[src/rtl/nsfp_pkg.sv]
// Package for the NMEA sentence field parser: header codes, table ids,
// event codes, result struct and header decode function. No dependencies.
package nsfp_pkg;

    // Field store geometry
    localparam int FIELD_LEN = 16;
    localparam int CHAR_W    = $clog2(FIELD_LEN);
    localparam logic [CHAR_W-1:0] CC_LAST = CHAR_W'(FIELD_LEN - 1);

    // Sentence headers, first received byte in the low octet
    localparam logic [31:0] HDR_PRMC = 32'h434D5250;
    localparam logic [31:0] HDR_NRMC = 32'h434D524E;
    localparam logic [31:0] HDR_PGGA = 32'h41474750;
    localparam logic [31:0] HDR_NGGA = 32'h4147474E;
    localparam logic [31:0] HDR_PVTG = 32'h47545650;
    localparam logic [31:0] HDR_NVTG = 32'h4754564E;
    localparam logic [31:0] HDR_PGSV = 32'h56534750;
    localparam logic [31:0] HDR_LGSV = 32'h5653474C;

    // Idle marker for byte counter and field number
    localparam logic [7:0] IDLE_MARK = 8'hFF;

    // Characters of interest
    localparam logic [7:0] CH_DOLLAR = 8'h24;
    localparam logic [7:0] CH_COMMA  = 8'h2C;
    localparam logic [7:0] CH_STAR   = 8'h2A;
    localparam logic [7:0] CH_ZERO   = 8'h30;
    localparam logic [7:0] CH_NINE   = 8'h39;

    // Field that carries the satellite count in GSV
    localparam logic [7:0] GSV_SATS_FIELD = 8'd2;

    typedef enum logic [1:0] {
        TBL_RMC = 2'd0,
        TBL_GGA = 2'd1,
        TBL_VTG = 2'd2,
        TBL_GSV = 2'd3
    } t_table;

    typedef enum logic [2:0] {
        EV_NONE = 3'd0,
        EV_RMC  = 3'd1,
        EV_GGA  = 3'd2,
        EV_PVTG = 3'd3,
        EV_NVTG = 3'd4,
        EV_PGSV = 3'd5,
        EV_LGSV = 3'd6
    } t_event;

    typedef struct packed {
        logic   known;
        t_table tid;
        t_event done;
    } t_hdr;

    // One result item
    typedef struct packed {
        t_event      event_res;
        logic        write_valid;
        logic        field_clear;
        t_table      table_id;
        logic [4:0]  field_index;
        logic [3:0]  char_pos;
        logic [7:0]  char_value;
        logic [7:0]  gps_sats;
        logic [7:0]  glonass_sats;
    } t_result;

    // Number of fields held per table
    function automatic logic [7:0] tbl_fields(input t_table tid);
        logic [7:0] n;
        case (tid)
            TBL_RMC: n = 8'd14;
            TBL_GGA: n = 8'd16;
            TBL_VTG: n = 8'd10;
            TBL_GSV: n = 8'd21;
            default: n = 8'd0;
        endcase
        return n;
    endfunction

    // Header word to table and completion event
    function automatic t_hdr hdr_decode(input logic [31:0] hw);
        t_hdr h;
        h.known = 1'b1;
        h.tid   = TBL_RMC;
        h.done  = EV_NONE;
        case (hw)
            HDR_PRMC, HDR_NRMC: begin h.tid = TBL_RMC; h.done = EV_RMC;  end
            HDR_PGGA, HDR_NGGA: begin h.tid = TBL_GGA; h.done = EV_GGA;  end
            HDR_PVTG:           begin h.tid = TBL_VTG; h.done = EV_PVTG; end
            HDR_NVTG:           begin h.tid = TBL_VTG; h.done = EV_NVTG; end
            HDR_PGSV:           begin h.tid = TBL_GSV; h.done = EV_PGSV; end
            HDR_LGSV:           begin h.tid = TBL_GSV; h.done = EV_LGSV; end
            default:            h.known = 1'b0;
        endcase
        return h;
    endfunction

endpackage

[src/rtl/nsfp_if.sv]
// Valid/ready channel interfaces for received bytes and parser results.
// No dependencies.
interface nsfp_rx_if;
    logic       valid;
    logic       ready;
    logic [7:0] rx_byte;

    modport source (output valid, output rx_byte, input ready);
    modport sink   (input valid, input rx_byte, output ready);
endinterface

interface nsfp_res_if;
    logic       valid;
    logic       ready;
    logic [2:0] event_res;
    logic       write_valid;
    logic       field_clear;
    logic [1:0] table_id;
    logic [4:0] field_index;
    logic [3:0] char_pos;
    logic [7:0] char_value;
    logic [7:0] gps_sats;
    logic [7:0] glonass_sats;

    modport source (output valid, output event_res, output write_valid,
                    output field_clear, output table_id, output field_index,
                    output char_pos, output char_value, output gps_sats,
                    output glonass_sats, input ready);
    modport sink   (input valid, input event_res, input write_valid,
                    input field_clear, input table_id, input field_index,
                    input char_pos, input char_value, input gps_sats,
                    input glonass_sats, output ready);
endinterface

[src/rtl/nsfp_in_reg.sv]
// Input register stage: captures one received byte per item.
// Depends on nsfp_if.
module nsfp_in_reg (
    input  logic          i_clk,
    input  logic          i_rst_n,
    nsfp_rx_if.sink       i_rx,
    input  logic          i_take,
    output logic          o_valid,
    output logic [7:0]    o_byte
);

    logic       r_valid;
    logic [7:0] r_byte;

    // Free when empty or when the held byte moves on this cycle
    assign i_rx.ready = !r_valid || i_take;

    always_ff @(posedge i_clk) begin
        if (!i_rst_n) begin
            r_valid <= 1'b0;
        end else if (i_rx.ready) begin
            r_valid <= i_rx.valid;
        end
    end

    always_ff @(posedge i_clk) begin
        if (i_rx.valid && i_rx.ready) begin
            r_byte <= i_rx.rx_byte;
        end
    end

    assign o_valid = r_valid;
    assign o_byte  = r_byte;

endmodule

[src/rtl/nsfp_parse.sv]
// Sentence state and per-byte parse logic; state advances on i_fire.
// Depends on nsfp_pkg.
module nsfp_parse (
    input  logic              i_clk,
    input  logic              i_rst_n,
    input  logic              i_fire,
    input  logic [7:0]        i_byte,
    output nsfp_pkg::t_result o_result
);

    logic [7:0]                  r_bc,  n_bc;
    logic [31:0]                 r_hdr, n_hdr;
    logic [7:0]                  r_fn,  n_fn;
    logic [nsfp_pkg::CHAR_W-1:0] r_cc,  n_cc;
    logic [7:0]                  r_acc, n_acc;
    logic                        r_open, n_open;
    logic [7:0]                  r_gps, n_gps;
    logic [7:0]                  r_glo, n_glo;

    logic [7:0]                  bc_inc;
    logic [7:0]                  fn_inc;
    logic [7:0]                  limit;
    logic [11:0]                 dec_sum;
    logic [nsfp_pkg::CHAR_W+3:0] pos_ext;
    nsfp_pkg::t_hdr              hdr;
    nsfp_pkg::t_result           res;

    assign bc_inc  = r_bc + 8'd1;
    assign fn_inc  = r_fn + 8'd1;
    assign hdr     = nsfp_pkg::hdr_decode(r_hdr);
    assign limit   = nsfp_pkg::tbl_fields(hdr.tid);
    assign pos_ext = {4'b0, r_cc};
    // acc*10 + digit; the digit is the low nibble of an ASCII numeral
    assign dec_sum = ({4'b0, r_acc} << 3) + ({4'b0, r_acc} << 1) + {8'b0, i_byte[3:0]};

    // Next state and result for the byte in the input register
    always_comb begin
        n_bc   = r_bc;
        n_hdr  = r_hdr;
        n_fn   = r_fn;
        n_cc   = r_cc;
        n_acc  = r_acc;
        n_open = r_open;
        n_gps  = r_gps;
        n_glo  = r_glo;
        res    = '0;

        if (i_byte == nsfp_pkg::CH_DOLLAR) begin
            n_bc = 8'd0;
            n_fn = nsfp_pkg::IDLE_MARK;
        end else if (r_bc != nsfp_pkg::IDLE_MARK) begin
            n_bc = bc_inc;
            if (bc_inc >= 8'd2 && bc_inc <= 8'd5) begin
                // Header bytes, first byte in the low octet
                case (bc_inc[1:0])
                    2'b10:   n_hdr[7:0]   = i_byte;
                    2'b11:   n_hdr[15:8]  = i_byte;
                    2'b00:   n_hdr[23:16] = i_byte;
                    default: n_hdr[31:24] = i_byte;
                endcase
            end else if (bc_inc > 8'd5) begin
                if (!hdr.known) begin
                    n_bc = nsfp_pkg::IDLE_MARK;
                end else begin
                    res.table_id = hdr.tid;
                    if (i_byte == nsfp_pkg::CH_COMMA) begin
                        // Open the next field
                        n_fn = fn_inc;
                        n_cc = '0;
                        if (fn_inc < limit) begin
                            res.field_clear = 1'b1;
                            res.field_index = fn_inc[4:0];
                            if (hdr.tid == nsfp_pkg::TBL_GSV &&
                                fn_inc == nsfp_pkg::GSV_SATS_FIELD) begin
                                n_acc  = 8'd0;
                                n_open = 1'b1;
                            end
                        end
                    end else if (i_byte == nsfp_pkg::CH_STAR) begin
                        // Sentence complete
                        res.event_res = hdr.done;
                        if (hdr.tid != nsfp_pkg::TBL_VTG) begin
                            n_hdr = 32'd0;
                        end
                        if (hdr.done == nsfp_pkg::EV_PGSV) begin
                            n_gps = r_acc;
                        end else if (hdr.done == nsfp_pkg::EV_LGSV) begin
                            n_glo = r_acc;
                        end
                    end else if (r_fn < limit && r_cc < nsfp_pkg::CC_LAST) begin
                        // Character write, room kept for the terminator
                        res.write_valid = 1'b1;
                        res.field_index = r_fn[4:0];
                        res.char_pos    = pos_ext[3:0];
                        res.char_value  = i_byte;
                        n_cc = r_cc + {{(nsfp_pkg::CHAR_W-1){1'b0}}, 1'b1};
                        if (hdr.tid == nsfp_pkg::TBL_GSV &&
                            r_fn == nsfp_pkg::GSV_SATS_FIELD && r_open) begin
                            if (i_byte >= nsfp_pkg::CH_ZERO &&
                                i_byte <= nsfp_pkg::CH_NINE) begin
                                n_acc = (dec_sum > 12'd255) ? 8'hFF : dec_sum[7:0];
                            end else begin
                                n_open = 1'b0;
                            end
                        end
                    end
                end
            end
        end

        res.gps_sats     = n_gps;
        res.glonass_sats = n_glo;
    end

    // Sentence state
    always_ff @(posedge i_clk) begin
        if (!i_rst_n) begin
            r_bc   <= nsfp_pkg::IDLE_MARK;
            r_hdr  <= 32'd0;
            r_fn   <= nsfp_pkg::IDLE_MARK;
            r_cc   <= '0;
            r_acc  <= 8'd0;
            r_open <= 1'b0;
            r_gps  <= 8'd0;
            r_glo  <= 8'd0;
        end else if (i_fire) begin
            r_bc   <= n_bc;
            r_hdr  <= n_hdr;
            r_fn   <= n_fn;
            r_cc   <= n_cc;
            r_acc  <= n_acc;
            r_open <= n_open;
            r_gps  <= n_gps;
            r_glo  <= n_glo;
        end
    end

    assign o_result = res;

endmodule

[src/rtl/nsfp_out_reg.sv]
// Result register stage driving the result channel.
// Depends on nsfp_pkg and nsfp_if.
module nsfp_out_reg (
    input  logic              i_clk,
    input  logic              i_rst_n,
    input  logic              i_valid,
    input  nsfp_pkg::t_result i_result,
    output logic              o_fire,
    nsfp_res_if.source        o_res
);

    logic              r_valid;
    nsfp_pkg::t_result r_res;
    logic              can_load;

    // Load when empty or when the held item leaves this cycle
    assign can_load = !r_valid || o_res.ready;
    assign o_fire   = i_valid && can_load;

    always_ff @(posedge i_clk) begin
        if (!i_rst_n) begin
            r_valid <= 1'b0;
        end else if (can_load) begin
            r_valid <= i_valid;
        end
    end

    always_ff @(posedge i_clk) begin
        if (o_fire) begin
            r_res <= i_result;
        end
    end

    assign o_res.valid        = r_valid;
    assign o_res.event_res    = r_res.event_res;
    assign o_res.write_valid  = r_res.write_valid;
    assign o_res.field_clear  = r_res.field_clear;
    assign o_res.table_id     = r_res.table_id;
    assign o_res.field_index  = r_res.field_index;
    assign o_res.char_pos     = r_res.char_pos;
    assign o_res.char_value   = r_res.char_value;
    assign o_res.gps_sats     = r_res.gps_sats;
    assign o_res.glonass_sats = r_res.glonass_sats;

endmodule

[src/rtl/nmea_sentence_field_parser_core.sv]
// NMEA sentence field parser, one received byte per item, one result per item.
// A byte taken into the input register is parsed combinationally and its result is loaded into the result register.
// Throughput: one byte per cycle while the result channel is ready, set by the state update in nsfp_parse.
// Reset (i_rst_n low, synchronous): both stages empty, parser idle until a '$',
// satellite counts zero.
module nmea_sentence_field_parser_core (
    input  logic       i_clk,
    input  logic       i_rst_n,
    nsfp_rx_if.sink    i_rx,
    nsfp_res_if.source o_res
);

    logic              in_valid;
    logic [7:0]        in_byte;
    logic              fire;
    nsfp_pkg::t_result result;

    // Input register
    nsfp_in_reg u_in_reg (
        .i_clk   (i_clk),
        .i_rst_n (i_rst_n),
        .i_rx    (i_rx),
        .i_take  (fire),
        .o_valid (in_valid),
        .o_byte  (in_byte)
    );

    // Parse logic and sentence state
    nsfp_parse u_parse (
        .i_clk    (i_clk),
        .i_rst_n  (i_rst_n),
        .i_fire   (fire),
        .i_byte   (in_byte),
        .o_result (result)
    );

    // Result register
    nsfp_out_reg u_out_reg (
        .i_clk    (i_clk),
        .i_rst_n  (i_rst_n),
        .i_valid  (in_valid),
        .i_result (result),
        .o_fire   (fire),
        .o_res    (o_res)
    );

endmodule

[src/flat_wrapper.sv]
// flat-port wrapper written by rule: the top's interface ports become plain ports
module nmea_sentence_field_parser_core_flat 
  (i_clk, i_rst_n, i_rx_valid, i_rx_rx_byte, i_rx_ready, o_res_valid, o_res_event_res, o_res_write_valid, o_res_field_clear, o_res_table_id, o_res_field_index, o_res_char_pos, o_res_char_value, o_res_gps_sats, o_res_glonass_sats, o_res_ready);
  nsfp_rx_if i_rx_i ();
  nsfp_res_if o_res_i ();
  input  logic i_clk;
  input  logic i_rst_n;
  input wire logic [$bits(i_rx_i.valid)-1:0] i_rx_valid;
  input wire logic [$bits(i_rx_i.rx_byte)-1:0] i_rx_rx_byte;
  output wire logic [$bits(i_rx_i.ready)-1:0] i_rx_ready;
  output wire logic [$bits(o_res_i.valid)-1:0] o_res_valid;
  output wire logic [$bits(o_res_i.event_res)-1:0] o_res_event_res;
  output wire logic [$bits(o_res_i.write_valid)-1:0] o_res_write_valid;
  output wire logic [$bits(o_res_i.field_clear)-1:0] o_res_field_clear;
  output wire logic [$bits(o_res_i.table_id)-1:0] o_res_table_id;
  output wire logic [$bits(o_res_i.field_index)-1:0] o_res_field_index;
  output wire logic [$bits(o_res_i.char_pos)-1:0] o_res_char_pos;
  output wire logic [$bits(o_res_i.char_value)-1:0] o_res_char_value;
  output wire logic [$bits(o_res_i.gps_sats)-1:0] o_res_gps_sats;
  output wire logic [$bits(o_res_i.glonass_sats)-1:0] o_res_glonass_sats;
  input wire logic [$bits(o_res_i.ready)-1:0] o_res_ready;
  assign i_rx_i.valid = i_rx_valid;
  assign i_rx_i.rx_byte = i_rx_rx_byte;
  assign i_rx_ready = i_rx_i.ready;
  assign o_res_valid = o_res_i.valid;
  assign o_res_event_res = o_res_i.event_res;
  assign o_res_write_valid = o_res_i.write_valid;
  assign o_res_field_clear = o_res_i.field_clear;
  assign o_res_table_id = o_res_i.table_id;
  assign o_res_field_index = o_res_i.field_index;
  assign o_res_char_pos = o_res_i.char_pos;
  assign o_res_char_value = o_res_i.char_value;
  assign o_res_gps_sats = o_res_i.gps_sats;
  assign o_res_glonass_sats = o_res_i.glonass_sats;
  assign o_res_i.ready = o_res_ready;
  nmea_sentence_field_parser_core u_core (.i_clk(i_clk), .i_rst_n(i_rst_n), .i_rx(i_rx_i), .o_res(o_res_i));
endmodule
[config.mk]
export PLATFORM = sky130hd
export DESIGN_NAME = nmea_sentence_field_parser_core_flat
export DESIGN_NICKNAME = d
export VERILOG_FILES = /design/src/rtl/nsfp_pkg.sv /design/src/rtl/nsfp_if.sv /design/src/rtl/nsfp_in_reg.sv /design/src/rtl/nsfp_parse.sv /design/src/rtl/nsfp_out_reg.sv /design/src/rtl/nmea_sentence_field_parser_core.sv /design/src/flat_wrapper.sv
export SDC_FILE = /design/constraint.sdc
export NUM_CORES = 1
export LEC_CHECK = 0
export BUFFER_PORTS_ARGS = -buffer_cell sky130_fd_sc_hd__buf_2
export CORE_AREA = 3 3 240 124
export DETAILED_ROUTE_END_ITERATION = 10
export DIE_AREA = 0 0 243 127
export MAX_ROUTING_LAYER = met4
export PLACE_DENSITY = 0.51
export SETUP_SLACK_MARGIN = 0.3
export SYNTH_ARGS = -nofsm -noshare
export SYNTH_HDL_FRONTEND = slang
export SYNTH_SLANG_ARGS = --single-unit
[constraint.sdc]
create_clock -name i_clk -period 4 [get_ports i_clk]
set_input_delay 0.6 -clock i_clk [delete_from_list [all_inputs] [get_ports i_clk]]
set_output_delay 0.6 -clock i_clk [all_outputs]
set_load 0.05 [all_outputs]
==> results of run 1 <==
==> worst max-delay path, stage by stage, from the launching register on <==
cell and delay (ns):
dfxtp_2 0.33, or4b_4 0.55, nor4_4 0.36, buf_4 0.22, a21oi_4 0.09, ha_4 0.18
nor2_4 0.16, ha_4 0.22, a21boi_4 0.15, o311ai_4 0.27, nand3_2 0.14, nor4_4 0.28
buf_4 0.19, and2_4 0.14, o21ai_2 0.05, a21oi_1 0.14
==> metrics by stage <==
step / std cells / TNS [ns] / hold WS, ns / worst slack [ns] / utilization (%)
2_1_floorplan: 728 / 0 / 0.436 / 0.326 / -
3_3_place_gp: 1137 / 0 / 0.444 / 0.0890 / 27.6
3_5_place_dp: 1137 / -1.34 / 0.457 / -0.162 / 27.6
4_1_cts: 1177 / 0 / 0.332 / 0.218 / 30.2
5_1_grt: 1182 / 0 / 0.331 / 0.225 / 31.0
6_report: 1182 / 0 / 0.355 / 0.384 / 31.0
==> worst paths after layout <==
kind / startpoint / end / cells after the start
hold reg to reg: u_core.u_parse.r_gps[0] / u_core.u_parse.r_gps[0] / 2
hold / removal: i_rx_rx_byte[7] / u_core.u_in_reg.o_byte[7] / 1
setup / recovery: u_core.u_parse.r_hdr[29] / u_core.u_out_reg.o_res.field_index[2] / 15
setup reg to reg: u_core.u_parse.r_hdr[29] / u_core.u_out_reg.o_res.field_index[2] / 15
==> cells in the mapped netlist (all sizes together) (7+ instances only) <==
| cell | instances | area (um2) |
|---|---|---|
| o21ai | 21 | 105 |
| nand3 | 34 | 180 |
| nor2 | 59 | 226 |
| xnor2 | 7 | 61.3 |
| nand4 | 7 | 50.1 |
| edfxtp | 48 | 1440 |
| nand2 | 84 | 318 |
| a311oi | 8 | 70.1 |
| clkbuf | 32 | 120 |
| inv | 16 | 60.1 |
| ha | 32 | 400 |
| a22oi | 12 | 90.1 |
| dfxtp | 79 | 1580 |
| mux2i | 20 | 200 |
| nor3 | 12 | 60.1 |
| a21oi | 53 | 277 |
| o31ai | 16 | 120 |
| o2bb2ai | 10 | 87.6 |
| mux2 | 19 | 214 |
| and2 | 19 | 119 |
| and3 | 16 | 101 |
| buf | 10 | 57.6 |
| nor4 | 9 | 71.3 |
| nor4b | 11 | 109 |
==> what timing repair did <==
action	4_1_cts	5_1_grt
gates resized for setup	25	32
hold endpoints to repair	0	0
setup endpoints to repair	31	32
buffers inserted	8	5
pin swaps	13	19
==> sequential cells by signal, summed over array words and instances (netlist names), 5 cells and up <==
name,cells
u_core.u_out_reg.o_res.glonass_sats,8
u_core.u_parse.r_fn,8
u_core.u_parse.r_hdr,32
u_core.u_parse.r_glo,8
u_core.u_out_reg.o_res.char_value,8
u_core.u_parse.r_acc,8
u_core.u_parse.r_gps,8
u_core.u_out_reg.o_res.gps_sats,8
u_core.u_in_reg.o_byte,8
u_core.u_parse.r_bc,8
u_core.u_out_reg.o_res.field_index,5
==> final cells by class <==
| type | count | area, um2 |
|---|---|---|
| repair buffers | 82 | 490 |
| flip-flops and latches | 127 | 3030 |
| inverters | 16 | 60.1 |
| clock inverters | 12 | 83.8 |
| clock buffers | 20 | 468 |
| multi-input cells | 543 | 3960 |
| fillers | 2907 | 19100 |
| well taps | 382 | 478 |
==> report_power, final <==
part	leakage [nW]	internal, mW	switching, mW
logic	1.87	0.269	0.728
registers	1.07	1.40	0.0820
clock network	0.271	0.845	0.604
total	3.21	2.52	1.41
==> layer usage <==
metal | track usage (%) | up-vias | wire [um]
met2 | 21.0 | 124 | 9390
met1 | 16.5 | 2919 | 9200
met4 | 4.45 | 0 | 375
met5 | - | - | 0
met3 | 2.79 | 26 | 847
li1 | - | 2832 | -
==> cell families (layout without fill, tap and decap cells) <==
group                    Yosys count  in the layout  share of synthesized area (%)
AND/OR/NAND/NOR                  297            297                           23.1
AO/OA/AOI/OAI                    165            165                           16.5
flip-flops                       127            127                           43.6
buffers and inverters             58            130                           3.43
multiplexers                      39             39                           5.98
adder cells (fa/ha/maj)           34             34                           6.36
XOR/XNOR                           8              8                           1.01
==> flow_metrics.py, run 1 <==
metrics = {
    "global_routing": {
        "grt_pass1_vias": 5718,
        "grt_usage_pct": 13.1,
        "grt_pass1_wl_um": 31300,
        "grt_max_degree": 48,
        "antenna_found_initial": 0,
        "grt-ovfl-total": 0,
    },
    "critical_path": {
        "worstPathArrival_ns": 3.88,
        "cp_max_fo": 5,
        "end_kind": "flop",
        "timing.reg2reg.setup_slack_ns": 0.38,
        "startpoint_type": "flop",
        "crit_required_ns": 4.27,
        "path_class": "flop to flop",
    },
    "synth": {
        "synth_nets": 774,
        "ys.flop_type": "dfxtp_1",
        "yosys_warnings": 0,
        "synthCells": 728,
        "synthDistinctLibCells": 77,
        "synth-edff-count": 48,
        "synth_async_sr_flop_share_pct": 0,
        "syn_area_um2": 6930,
        "synth_area_per_cell_um2": 9.51,
        "seq_area_frac_synth_pct": 43.6,
        "ys_ff_latch": 127,
    },
    "sta": {
        "fin_crit_sh_pct": 90.4,
        "layout_min_cycle_time_ns": 3.62,
        "fmax_mhz": 277,
        "rsz0062_at_grt": "yes",
        "final-hold-violation-count": 0,
        "setup-violations-final": 0,
        "skew_ns": 0.0105,
        "tightest_slew_ns": 0.874,
        "max-slew-margin-rel_pct": 41.8,
        "slew_viol_final": 0,
    },
    "route": {
        "firstDrtPassIters": 7,
        "drc": 0,
        "viasPerCell": 4.99,
        "routed_wl_um": 19800,
        "drtIter0Drc": 480,
        "antenna_left": 0,
        "num_vias": 5901,
        "routedWlPerCell_um": 16.8,
    },
    "clocking": {
        "cts-root-buf": "clkbuf_16",
        "numCtsBuffers": 17,
        "cts_num_sinks": 127,
        "cts_max_path_buffers": 2,
        "path_clk_slew_ns": 0.06,
        "hold_buffers": 0,
        "cts_max_level": 4,
        "worstSkewPairLatency_ns": 0.42,
        "cts_tree": "yes",
    },
    "placed_design": {
        "globalplace.congestion": 0.913,
        "portBuffers": 53,
        "placed_cell_area_um2": 7630,
        "hpwl_um": 13400,
    },
    "cells_and_area": {
        "area_growth_syn_to_layout_pct": 23.7,
        "final_cell_mix": "nand2_1 (83), dfxtp_1 (76), nor2_1 (54)",
        "final_area_um2": 8570,
        "antenna_cells": 0,
        "layout.cells.most_common": "nand2_1",
        "final_layout_size_suffix_gt1_share_pct": 23.6,
        "nNetsFinal": 833,
    },
    "die": {
        "core_um2": 27700,
        "io_pins": 54,
        "initial_core_util_pct": 25.0,
        "dieArea_um2": 30900,
        "row_count": 43,
        "die_y_um": 127,
        "die_x_um": 243,
    },
    "power_and_ir_drop": {
        "ir_drop_mv": 0.243,
        "power_mw": 3.93,
        "leakagePower_nw": 3.21,
        "powerDensity_nw_per_um2": 459,
    },
    "hold_path": {
        "hold_class": "input port to flop",
    },
    "run": {
        "cap_violations": 0,
    },
    "run_status": {
        "status": "finished, final reports clean",
    },
}
(Power assumes the default switching activity.)
==> run 2, diff against run 1 <==
Settings changed: CORE_AREA 3 3 240 124 to 3 3 168 88, DIE_AREA 0 0 243 127 to 0 0 171 91, PLACE_DENSITY 0.51 to 0.82.
Clock period 4 ns to 2.96 ns, I/O delays scaled along.
==> run 2 against run 1 <==
Compared with the run above:
- the run now ends with negative setup slack left
- count of clock-buffer cells in the layout rose by 1
- wire length rose by 27%
- hold slack lost 0.16 ns
- setup slack got worse by 1.3 ns
- clock power up 57%
- clock skew fell by 0.0030 ns
- sequential power rose by 36%
- sequential share of layout area is 4.3 points lower
- design area grew 14%
- combinational power grew 83%
- first-iteration DRC count grew 130%
==> flow_metrics.py, run 2 (same netlist as run 1, synthesis figures left out) <==
metrics = {
    "critical_path": {
        "end_kind": "flop",
        "crit_required_ns": 3.26,
        "startpoint_type": "flop",
        "cp_max_fo": 7,
        "worstPathArrival_ns": 4.21,
        "path_class": "flop to flop",
    },
    "cells_and_area": {
        "layout.cells.most_common": "buf_4",
        "multi_input_area_um2": 4510,
        "nNetsFinal": 922,
        "antenna_cells": 0,
        "nFillCells": 739,
        "largest_register_ffs": 32,
        "regArea_um2": 3030,
        "largest_register": "u_core.u_parse.r_hdr",
        "final_layout_size_suffix_gt1_share_pct": 39.7,
        "final_cell_mix": "buf_4 (96), nand2_1 (82), dfxtp_1 (74)",
        "area_growth_syn_to_layout_pct": 40.9,
    },
    "global_routing": {
        "grt_pass1_vias": 6583,
        "grt_max_degree": 46,
        "antenna_found_initial": 0,
        "grt_pass1_wl_um": 32800,
        "grt-ovfl-total": 0,
        "grt_usage_pct": 27.0,
    },
    "route": {
        "routed_wl_um": 25200,
        "routedWlPerCell_um": 23.6,
        "num_vias": 7204,
        "drc": 0,
        "antenna_left": 0,
        "firstDrtPassIters": 6,
        "viasPerCell": 6.76,
        "drtIter0Drc": 1111,
    },
    "hold_path": {
        "hold_class": "input port to flop",
    },
    "clocking": {
        "cts_num_sinks": 127,
        "path_clk_slew_ns": 0.06,
        "worstSkewPairLatency_ns": 0.42,
        "cts-root-buf": "clkbuf_16",
        "numCtsBuffers": 17,
        "cts_max_path_buffers": 2,
        "hold_buffers": 0,
        "cts_max_level": 4,
        "cts_tree": "yes",
    },
    "sta": {
        "layout_min_cycle_time_ns": 3.91,
        "fmax_mhz": 256,
        "slew_viol_final": 0,
        "skew_ns": 0.00749,
        "setup-violations-final": 67,
        "fin_crit_sh_pct": 132,
        "fin_tns_setup_ns": -29.86,
        "final-hold-violation-count": 0,
        "layout_setup_ws_ns": -0.946,
        "tightest_slew_ns": 0.968,
        "rsz0062_at_grt": "yes",
        "max-slew-margin-rel_pct": 35.1,
    },
    "power_and_ir_drop": {
        "power_mw": 6.11,
        "leakagePower_nw": 3.84,
        "powerDensity_nw_per_um2": 626,
        "ir_drop_mv": 0.516,
    },
    "die": {
        "die_x_um": 171,
        "row_count": 30,
        "io_pins": 54,
        "die_y_um": 91,
        "core_um2": 13400,
        "dieArea_um2": 15600,
        "initial_core_util_pct": 51.5,
    },
    "run_status": {
        "violations": "negative setup slack",
        "status": "complete, but fails checks",
    },
    "placed_design": {
        "hpwl_um": 13300,
        "portBuffers": 53,
        "globalplace.congestion": 0.956,
        "pre_cts_slack_ns": -0.785,
    },
    "run": {
        "cap_violations": 0,
    },
}
[run 2: cell count changes in the layout (fill, tap and decap cells not counted), sizes merged]
cell | before | now
buf | 82 | 169
clkinv | 8 | 3
bufinv | 0 | 3
clkbuf | 20 | 23
clkinvlp | 2 | 3
[run 2: final timing paths]
check	from	to	slack, ns	cells after the start
max	u_core.u_parse.r_hdr[11]	u_core.u_parse.r_acc[6]	-0.95	15
min	i_rx_rx_byte[1]	u_core.u_in_reg.o_byte[1]	0.19	1
max reg2reg	u_core.u_parse.r_hdr[11]	u_core.u_parse.r_acc[6]	-0.95	15
min reg2reg	u_core.u_parse.r_glo[1]	u_core.u_parse.r_glo[1]	0.47	2
[run 2: layout make-up]
class                           instances  share of cell area (%)
Clock buffer                           21                    4.94
Clock inverter                         11                    1.56
Inverter                               16                   0.615
Multi-Input combinational cell        543                    46.2
Sequential cell                       127                    31.0
Tap cell                              176                    2.26
Timing Repair Buffer                  171                    13.4
[run 2: report_power, final]
part | switching, mW | leakage (nW) | internal [mW] | total, mW
Clock | 0.854 | 0.301 | 1.43 | 2.28
Combinational | 1.26 | 2.47 | 0.557 | 1.82
Sequential | 0.118 | 1.07 | 1.90 | 2.01
[run 2: per-stage QoR]
stage / instance area, um2 / hold slack (ns) / cells / utilization (%)
global placement: 7960 / 0.444 / 1003 / 59.3
detailed placement: 7960 / 0.450 / 1003 / 59.3
global route: 9760 / 0.190 / 1065 / 72.6
floorplan: 6970 / 0.436 / 728 / -
CTS: 8890 / 0.189 / 1046 / 66.2
finish: 9760 / 0.193 / 1065 / 72.6
[run 2: repair_timing]
item,4_1_cts,5_1_grt
gates cloned,0,2
setup buffers,11,17
gates resized for setup,47,139
endpoints found under the setup margin,91,113
pin swaps,35,49
[run 2: critical path, stage by stage (launching register included)]
cell and delay [ns]:
dfxtp_2 0.32, or4b_4 0.59, nor4_4 0.37, and3_4 0.27
a21oi_4 0.05, ha_2 0.22, nor2_4 0.18, ha_4 0.23
a21boi_4 0.16, o311ai_4 0.27, nand3_2 0.15, nor4_4 0.39
a21o_1 0.20, a21oi_4 0.08, buf_12 0.18, o2bb2ai_2 0.13
[run 2: per-layer routing]
layer	up-vias	GRT usage [%]	part of all wire, %
li1	3018	-	-
met1	3427	32.1	37
met2	587	44.8	47
met3	172	5.61	10
met4	0	11.5	5.8
met5	-	-	0
==> run 3, diff against run 2 <==
Settings changed: CTS_CLUSTER_SIZE set to 12, PLACE_DENSITY 0.82 to 0.8, SETUP_SLACK_MARGIN 0.3 to 0.2.
Clock period 2.96 ns to 3.8 ns, I/O delays scaled along.
==> run 3 against run 2 <==
Compared with the run above:
- the flow now finishes without violations
- hold slack better by 0.13 ns
- combinational power down 43%
- sequential power down 22%
- wire length down 27%
- clock power down 28%
- sequential cell count unchanged
- cell count down 8.1%
- non-clock buffer count down 86
- critical path depth unchanged
- via count down 15%
- setup slack better by 0.95 ns
- largest power group unchanged
==> flow_metrics.py, run 3 (same netlist as run 1, synthesis figures left out) <==
metrics = {
    "run_status": {
        "status": "finished, final reports clean",
    },
    "die": {
        "row_count": 30,
        "core_um2": 13400,
        "dieArea_um2": 15600,
        "io_pins": 54,
        "die_x_um": 171,
        "initial_core_util_pct": 51.5,
        "die_y_um": 91,
    },
    "cells_and_area": {
        "final_area_um2": 8310,
        "final_util_pct": 61.8,
        "final_cell_mix": "nand2_1 (83), dfxtp_1 (76), nor2_1 (55)",
        "largest_register_ffs": 32,
        "final_layout_size_suffix_gt1_share_pct": 23.4,
        "largest_register": "u_core.u_parse.r_hdr",
        "antenna_cells": 0,
        "nFillCells": 1067,
        "layout.cells.most_common": "nand2_1",
        "area_growth_syn_to_layout_pct": 20.0,
        "nNetsFinal": 836,
    },
    "route": {
        "routedWlPerCell_um": 18.7,
        "firstDrtPassIters": 6,
        "antenna_left": 0,
        "drtIter0Drc": 597,
        "routed_wl_um": 18300,
        "drc": 0,
        "num_vias": 6118,
        "viasPerCell": 6.25,
    },
    "run": {
        "cap_violations": 0,
    },
    "global_routing": {
        "grt_pass1_wl_um": 29400,
        "antenna_found_initial": 0,
        "grt-ovfl-total": 0,
        "met2_usage_pct": 38.6,
        "grt_util_met1_pct": 30.1,
        "grt_pass1_vias": 5812,
        "globalRouteMet3Util_pct": 4.78,
        "busiest_layer": "met2",
        "grt_usage_pct": 24.1,
        "grt_max_degree": 48,
    },
    "placed_design": {
        "placed_cell_area_um2": 7410,
        "hpwl_um": 11900,
        "globalplace.congestion": 0.948,
        "pre_cts_slack_ns": 0.0557,
        "portBuffers": 53,
    },
    "critical_path": {
        "worstPathArrival_ns": 4.13,
        "critical_path.cell_chain": "or4b_4, nor4_4, and3_4, a21oi_4, inv_2, buf_4, ha_1, nor4b_2, a21oi_1, o21ai_0, a31oi_1, nor4b_2, buf_4, nand3_2, o2bb2ai_1",
        "startpoint_type": "flop",
        "end_kind": "flop",
        "crit_required_ns": 4.14,
        "critical_path.slowest_cell": "or4b_4",
        "cp_max_fo": 8,
        "path_class": "flop to flop",
        "max_stage_delay_ns": 0.58,
        "timing.reg2reg.setup_slack_ns": 0.008,
    },
    "sta": {
        "layout_setup_ws_ns": 0.00825,
        "timing.hold.ws_ns": 0.328,
        "skew_ns": 0.00936,
        "final-hold-violation-count": 0,
        "layout_min_cycle_time_ns": 3.79,
        "rsz0062_at_grt": "yes",
        "slew_viol_final": 0,
        "setup-violations-final": 0,
        "max-slew-margin-rel_pct": 38.2,
        "fin_crit_sh_pct": 99.8,
        "tightest_slew_ns": 0.914,
        "fmax_mhz": 264,
    },
    "clocking": {
        "numCtsBuffers": 17,
        "cts-root-buf": "clkbuf_16",
        "hold_buffers": 0,
        "cts_max_path_buffers": 2,
        "cts_num_sinks": 127,
        "cts_tree": "yes",
        "worstSkewPairLatency_ns": 0.42,
        "cts_max_level": 4,
        "path_clk_slew_ns": 0.06,
    },
    "hold_path": {
        "hold_class": "input port to flop",
    },
    "power_and_ir_drop": {
        "powerDensity_nw_per_um2": 510,
        "ir_drop_mv": 0.381,
        "leakagePower_nw": 3.21,
        "power_mw": 4.24,
    },
}
[run 3: cell types whose count changed in the layout (fill, tap and decap cells not counted), sizes merged]
cell / before / now
buf: 169 / 85
clkbuf: 23 / 21
clkinv: 3 / 4
inv: 18 / 17
[run 3: power breakdown]
part	internal, mW	switching, mW
Combinational	0.285	0.758
Clock	1.04	0.592
Sequential	1.48	0.0852
Total	2.81	1.44
[run 3: layout make-up]
cell class	count	area [um2]	share of cell area [%]
clock inverters	11	140	1.69
repair buffers	85	505	6.08
inverters	16	60.1	0.723
clock buffers	21	450	5.42
well taps	176	220	2.65
flip-flops and latches	127	3030	36.4
multi-input cells	543	3910	47.0
[run 3: per-layer routing]
metal	wire length [um]	part of all wire, %	vias up
met3	1260	6.9	56
met1	7590	42	2940
li1	-	-	2839
met4	477	2.6	0
met2	8940	49	283
met5	0	0	-
[run 3: critical path, delay by kind of cell (launching register included)]
| family | cells | cell delay (ns) |
|---|---|---|
| adder cells (fa/ha/maj) | 1 | 0.26 |
| AND/OR/NAND/NOR | 6 | 1.99 |
| buffers and inverters | 3 | 0.40 |
| AO/OA/AOI/OAI | 5 | 0.73 |
| flip-flops | 1 | 0.33 |
[run 3: final timing paths]
path,to,depth (start not counted),from
setup / recovery,u_core.u_parse.r_acc[1],15,u_core.u_parse.r_hdr[31]
hold / removal,u_core.u_in_reg.o_byte[1],1,i_rx_rx_byte[1]
setup reg to reg,u_core.u_parse.r_acc[1],15,u_core.u_parse.r_hdr[31]
hold reg to reg,u_core.u_parse.r_glo[1],2,u_core.u_parse.r_glo[1]
[run 3: what timing repair did]
item | in CTS | in global routing
pin swaps | 17 | 22
endpoints found under the setup margin | 26 | 34
buffers inserted | 7 | 5
gates resized for setup | 21 | 25
[run 3: stage by stage]
stage               setup TNS (ns)  std cells
floorplan                        0        728
global placement                 0        935
detailed placement               0        935
CTS                              0        974
global route                -0.166        979
finish                           0        979
